## src/rtl/core/tep_pkg.sv

```systemverilog
package tep_pkg;

  localparam int COORD_BITS_DEF = 12;
  localparam int CFG_IDX_W      = 3;

  typedef enum logic [CFG_IDX_W-1:0] {
    CFG_BOX_XA = 3'd0,
    CFG_BOX_YA = 3'd1,
    CFG_BOX_XB = 3'd2,
    CFG_BOX_YB = 3'd3,
    CFG_THICK  = 3'd4
  } cfg_idx_t;

  typedef enum logic [1:0] {
    REG_ONE  = 2'd0,
    REG_TWO  = 2'd1,
    REG_DONE = 2'd2
  } region_t;

  typedef enum logic [4:0] {
    OP_NONE, OP_LOAD,
    OP_SQRX, OP_SQRY, OP_SQRIX, OP_SQRIY, OP_PYO, OP_PYI,
    OP_XXO, OP_AO, OP_YYO, OP_BO, OP_CO,
    OP_XXI, OP_AI, OP_YYI, OP_BI, OP_CI,
    OP_R1A, OP_R1B, OP_R2A, OP_R2B,
    OP_SET_R2, OP_SET_DONE
  } dp_op_t;

  typedef struct packed {
    dp_op_t op;
    logic   capture;
  } dp_cmd_t;

  typedef struct packed {
    region_t region;
    logic    o_flat;
    logic    o_y_zero;
  } dp_stat_t;

endpackage

```

## src/rtl/core/tep_ctrl.sv

```systemverilog
module tep_ctrl import tep_pkg::*; (
  input  logic     clk,
  input  logic     rst_n,
  input  logic     in_valid,
  input  logic     in_restart,
  output logic     in_ready,
  input  logic     out_ready,
  output logic     out_valid,
  input  dp_stat_t stat,
  output dp_cmd_t  cmd
);

  typedef enum logic [8:0] {
    S_IDLE = 9'b000000001,
    S_LOAD = 9'b000000010,
    S_SQ   = 9'b000000100,
    S_CHK  = 9'b000001000,
    S_ENT  = 9'b000010000,
    S_ENTF = 9'b000100000,
    S_STA  = 9'b001000000,
    S_STB  = 9'b010000000,
    S_OUT  = 9'b100000000
  } state_t;

  localparam logic [3:0] SQ_LAST  = 4'd5;
  localparam logic [3:0] ENT_LAST = 4'd9;

  state_t     state_r, state_nxt;
  logic [3:0] cnt_r, cnt_nxt;
  logic       out_valid_r, out_valid_nxt;
  logic       accept;

  assign in_ready  = (state_r == S_IDLE);
  assign out_valid = out_valid_r;
  assign accept    = in_valid && in_ready;

  always_comb begin
    state_nxt     = state_r;
    cnt_nxt       = cnt_r;
    cmd.op        = OP_NONE;
    cmd.capture   = 1'b0;
    out_valid_nxt = out_valid_r && !out_ready;
    case (state_r)
      S_IDLE: begin
        if (accept) begin
          cnt_nxt = '0;
          if (in_restart) begin
            state_nxt = S_LOAD;
          end else begin
            case (stat.region)
              REG_ONE: state_nxt = stat.o_flat ? S_ENT : S_STA;
              REG_TWO: begin
                if (stat.o_y_zero) begin
                  cmd.op    = OP_SET_DONE;
                  state_nxt = S_OUT;
                end else begin
                  state_nxt = S_STA;
                end
              end
              default: state_nxt = S_OUT;
            endcase
          end
        end
      end
      S_LOAD: begin
        cmd.op    = OP_LOAD;
        state_nxt = S_SQ;
      end
      S_SQ: begin
        case (cnt_r)
          4'd0:    cmd.op = OP_SQRX;
          4'd1:    cmd.op = OP_SQRY;
          4'd2:    cmd.op = OP_SQRIX;
          4'd3:    cmd.op = OP_SQRIY;
          4'd4:    cmd.op = OP_PYO;
          default: cmd.op = OP_PYI;
        endcase
        cnt_nxt = cnt_r + 4'd1;
        if (cnt_r == SQ_LAST) begin
          state_nxt = S_CHK;
        end
      end
      S_CHK: begin
        cnt_nxt   = '0;
        state_nxt = stat.o_flat ? S_ENT : S_OUT;
      end
      S_ENT: begin
        case (cnt_r)
          4'd0:    cmd.op = OP_XXO;
          4'd1:    cmd.op = OP_AO;
          4'd2:    cmd.op = OP_YYO;
          4'd3:    cmd.op = OP_BO;
          4'd4:    cmd.op = OP_CO;
          4'd5:    cmd.op = OP_XXI;
          4'd6:    cmd.op = OP_AI;
          4'd7:    cmd.op = OP_YYI;
          4'd8:    cmd.op = OP_BI;
          default: cmd.op = OP_CI;
        endcase
        cnt_nxt = cnt_r + 4'd1;
        if (cnt_r == ENT_LAST) begin
          state_nxt = S_ENTF;
        end
      end
      S_ENTF: begin
        cmd.op    = OP_SET_R2;
        state_nxt = S_OUT;
      end
      S_STA: begin
        cmd.op    = (stat.region == REG_ONE) ? OP_R1A : OP_R2A;
        state_nxt = S_STB;
      end
      S_STB: begin
        cmd.op    = (stat.region == REG_ONE) ? OP_R1B : OP_R2B;
        state_nxt = (stat.region == REG_ONE) ? S_CHK : S_OUT;
      end
      S_OUT: begin
        if (!out_valid_r || out_ready) begin
          cmd.capture   = 1'b1;
          out_valid_nxt = 1'b1;
          state_nxt     = S_IDLE;
        end
      end
      default: state_nxt = S_IDLE;
    endcase
  end

  always_ff @(posedge clk) begin
    if (!rst_n) begin
      state_r     <= S_IDLE;
      cnt_r       <= '0;
      out_valid_r <= 1'b0;
    end else begin
      state_r     <= state_nxt;
      cnt_r       <= cnt_nxt;
      out_valid_r <= out_valid_nxt;
    end
  end

endmodule

```

## config.mk

```make
export PLATFORM = sky130hd
export DESIGN_NAME = tep_ctrl
export DESIGN_NICKNAME = d
export VERILOG_FILES = /design/src/rtl/core/tep_pkg.sv /design/src/rtl/core/tep_ctrl.sv
export SDC_FILE = /design/constraint.sdc
export NUM_CORES = 1
export LEC_CHECK = 0
export ABC_AREA = 1
export BUFFER_PORTS_ARGS = -buffer_cell sky130_fd_sc_hd__buf_4
export CORE_MARGIN = 2
export CORE_UTILIZATION = 55
export CTS_BUF_LIST = sky130_fd_sc_hd__clkbuf_2 sky130_fd_sc_hd__clkbuf_4 sky130_fd_sc_hd__clkbuf_8
export DETAILED_ROUTE_END_ITERATION = 8
export PLACE_DENSITY = 0.86
export SETUP_SLACK_MARGIN = 0.05
export SYNTH_ARGS = -nofsm -noshare
export SYNTH_HDL_FRONTEND = slang
export SYNTH_SLANG_ARGS = --single-unit
```

## constraint.sdc

```tcl
create_clock -name clk -period 1.5 [get_ports clk]
set_input_delay 0.3 -clock clk [delete_from_list [all_inputs] [get_ports clk]]
set_output_delay 0.3 -clock clk [all_outputs]
set_load 0.01 [all_outputs]
```

==> results of run 1 <==
[through the flow]
step | instance area, µm² | std cells | setup TNS [ns]
floorplan | 1320 | 195 | 0
global placement | 1680 | 266 | -0.618
detailed placement | 1680 | 266 | -1.26
CTS | 2080 | 280 | -4.40
[kinds of logic after synthesis]
logic type / synth area share
and+or+nand+nor: 0.431
buffers and inverters: 0.112
DFF: 0.292
adders and majority gates: 0.0384
xor gates and xnor gates: 0.00673
AOI/OAI and AO/OA: 0.119
[timing repair]
action | 4_1_cts
gates resized for setup | 80
pin swaps | 21
setup buffers | 10
setup endpoints to repair | 23
==> out/results.ini, run 1 <==
[place]
dp_slack_ns=-0.175
port_buffers=16
hpwl_um=2820
place_congestion=0.957

[logic_synthesis]
syn-mean-instance-area_um2=6.68
ys_ff_latch=19
synth_top_area_frac=0.292
synth.most_common_cell=nand2_1
ys_top_cells_by_count=nand2_1, inv_1, nor2_1
synth.area.top_cells=dfxtp_1, nand2_1, inv_1
synth_warnings=0
postSynthCellCount=195
synth_fp_nets=208
ys_types=30
syn-cell-area_um2=1300
synth_top_area_cell=dfxtp_1
ys_seq_area_frac=0.292
synth_ff_type=dfxtp_1
postSynth.asyncResetShare=0
synth-edff-count=0

[die]
placementRows=17
die_h_um=52.7
pin_count=17
die_x_um=52.7
initial_core_util=0.583

[clocking]
cts_inserted_buffers=3
htreeDepth=1
cts-root-buf=clkbuf_4
hold_buffers=0
cts.sinks=19
clockBufferDepth=2

[sta]
crit_endpoint=cmd[3]
worstEpCategory=primary output

[run_status]
stop_stage=global routing
outcome=stopped before the end
run.stop_error=[ERROR DPL-0038] Utilization greater than 100%, impossible to legalize

[grt]
grt_max_degree=12

==> run 2: changes to the inputs <==
CORE_AREA = 2 2 63 65   (was default)
CORE_MARGIN = default   (was 2)
CORE_UTILIZATION = default   (was 55)
CTS_BUF_LIST = default   (was sky130_fd_sc_hd__clkbuf_2 sky130_fd_sc_hd__clkbuf_4 sky130_fd_sc_hd__clkbuf_8)
DIE_AREA = 0 0 65 67   (was default)
PLACE_DENSITY = default   (was 0.86)
PLACE_DENSITY_LB_ADDON = 0.15   (was default)
SETUP_SLACK_MARGIN = default   (was 0.05)
==> run 2 against run 1 <==
Compared with the run above: the flow now finishes, with violations (setup timing); synthesized area unchanged; synthesized cell count stayed put.
==> out/results.ini, run 2 <==
[logic_synthesis]
synth_top_area_cell=dfxtp_1
synth.most_common_cell=nand2_1
postSynthCellCount=195  ; unchanged
synth_top_area_frac=0.292  ; unchanged
syn-mean-instance-area_um2=6.68  ; unchanged
postSynth.asyncResetShare=0  ; unchanged
ys_seq_area_frac=0.292  ; unchanged
synth_warnings=0  ; unchanged
synth_fp_nets=208  ; unchanged
ys_types=30  ; unchanged
ys_top_cells_by_count=nand2_1, inv_1, nor2_1
synth_ff_type=dfxtp_1
synth.area.top_cells=dfxtp_1, nand2_1, inv_1
synth-edff-count=0  ; unchanged
ys_ff_latch=19  ; unchanged
syn-cell-area_um2=1300  ; unchanged

[die]
core_area_um2=3610
placementRows=22  ; +5
initial_core_util=0.361  ; -0.222
die_h_um=67  ; +27%
pin_count=17  ; unchanged
die_x_um=65  ; +23%
die-area_um2=4360

[detailed_routing]
drtIter0Drc=56
via_per_inst=4.76
wl_per_cell_um=12.8
dr_total_vias=1517
wl_um=4080
first_pass_iters=4
drc=0
antenna_left=0

[place]
place_congestion=0.900  ; -6.0%
place_area_um2=1790  ; +7.0%
placed_cells=298  ; +12%
hpwl_um=2830  ; +0.23%
port_buffers=16  ; unchanged

[sta]
rsz0062_at_grt=true
finalSetupTns_ns=-4.30
finalCriticalPeriod_ns=1.87
slew_headroom=0.813
max_freq_mhz=535
report.final.slew_viol_count=0
fin_ws_ns=-0.370
fin_crit_sh=1.25
hold_viol=0
tightest_slew_ns=0.279
finalSetupViolations=23
fin_skew_ns=0.00339

[power_and_ir_drop]
internal_power_mw=1.19
pwr-share-seq=0.303
p_sw_frac=0.386
p_per_area_nw_per_um2=817
total_power_mw=1.95
vdd_ir_drop_max_mv=0.556
clkPwrFrac=0.190
p_switching_mw=0.752
leakagePower_nw=1.09
combPwrFrac=0.507

[clocking]
cts.sinks=19  ; unchanged
cts_tree=yes
cts-root-buf=clkbuf_8
cts_inserted_buffers=3  ; unchanged
htreeDepth=1  ; unchanged
clk_pin_slew_ns=0.08
clockBufferDepth=2  ; unchanged
clk_latency_ns=0.26

[grt]
antenna_found_initial=0
grt_util_met3=0.0270
grtUsageMet1=0.232
grt_pass1_vias=1393
grt.met2_usage=0.331
grt_pass1_wl_um=6130
grt_overflow=0
grt_max_degree=12
track_usage=0.185
grt.busiest_layer=met2

[setup_path]
slowest_stage=dfxtp_4
cp_num_buf_inv=2
crit_chain=nor2_4 > nand3_4 > nor4_4 > buf_4 > nor2_4 > nand4_1 > buf_4
crit_type=flip-flop to primary output
endpoint_kind=primary output
cp_top_family=simple AND/OR/NAND/NOR gates
critPathMaxStageDelay_ns=0.36
critPathLaunchType=flip-flop
arrival_ns=1.57
worstPathRequired_ns=1.20
worstPathMaxFanout=3

[cells_and_area]
drive_gt1_frac=0.627
area_growth_syn_to_layout_pct=83.0
final_common_cell=buf_4
final_core_util=0.661
antennaDiodeCount=0
most-common-layout-cells=buf_4, inv_1, nand2_1, nor2_4, buf_6
nets=285
fin_area_um2=2380
fillers=282
fin_cells=319

[worst_hold_path]
hp-class=primary input to flip-flop

[job]
cap_violations=0

[run_status]
violations=setup timing
outcome=finished, violations left

==> run 2: cell counts after synthesis <==
Identical to the previous run, type by type.
==> run 2: metrics by stage <==
stage	hold slack [ns]	setup WS, ns
after floorplan	0.399	0.0153
after global placement	0.505	-0.202
after detailed placement	0.509	-0.135
after CTS	0.314	-0.348
after global routing	0.335	-0.428
final	0.327	-0.370
==> run 2: path summary, 6_finish.rpt <==
| check | slack [ns] | start | cells past startpoint | to |
|---|---|---|---|---|
| hold / removal | 0.33 | rst_n | 3 | cnt_r[0]$_SDFFE_PN0N_ |
| hold reg to reg | 0.51 | state_r[4]$_SDFFE_PN0P_ | 2 | state_r[4]$_SDFFE_PN0P_ |
| setup / recovery | -0.37 | state_r[6]$_SDFFE_PN0P_ | 7 | cmd[2] |
| setup reg to reg | -0.23 | state_r[6]$_SDFFE_PN0P_ | 13 | flip-flop |
==> run 2: cell families (layout without fill, tap and decap cells) <==
group,count (synthesis),in the layout,share of synthesized area
and+or+nand+nor,107,107,0.431
AOI/OAI and AO/OA,25,25,0.119
DFF,19,19,0.292
adders and majority gates,4,4,0.0384
xor gates and xnor gates,1,1,0.00673
buffers and inverters,39,115,0.112
==> run 2: layer usage <==
| metal | wire length (µm) | vias to the layer above |
|---|---|---|
| li1 | - | 772 |
| met1 | 1730 | 706 |
| met2 | 2090 | 32 |
| met3 | 183 | 7 |
| met4 | 68 | 0 |
| met5 | 0 | - |
==> run 2: cell type report <==
type                    instances  area, µm²  share of cell area
multi-input cells             137       1110               0.468
repair buffers                 72        597               0.250
flip-flops and latches         19        409               0.172
inverters                      39        156              0.0656
well taps                      48       60.1              0.0252
clock buffers                   3       41.3              0.0173
clock inverters                 1       5.00             0.00210
==> run 2: tightest hold or removal path, cell delays in order <==
cell and delay (ns):
buf_4 0.15, o21ai_2 0.06, a21oi_2 0.04
==> run 2: power by group through the flow <==
stage | combinational [mW] | clock, mW | sequential (mW)
floorplan | 0.385 | 0 | 0.573
global placement | 0.677 | 0 | 0.576
detailed placement | 0.680 | 0 | 0.578
CTS | 0.839 | 0.382 | 0.583
global route | 1.08 | 0.395 | 0.595
finish | 0.987 | 0.369 | 0.590
==> run 2: repair_timing <==
| item | in CTS | in global routing |
|---|---|---|
| gates cloned | 0 | 0 |
| setup endpoints to repair | 14 | 23 |
| pin swaps | 17 | 15 |
| buffers inserted | 11 | 10 |
| hold buffers | 0 | 0 |
| resized for setup | 61 | 56 |
(Power assumes the default switching activity.)
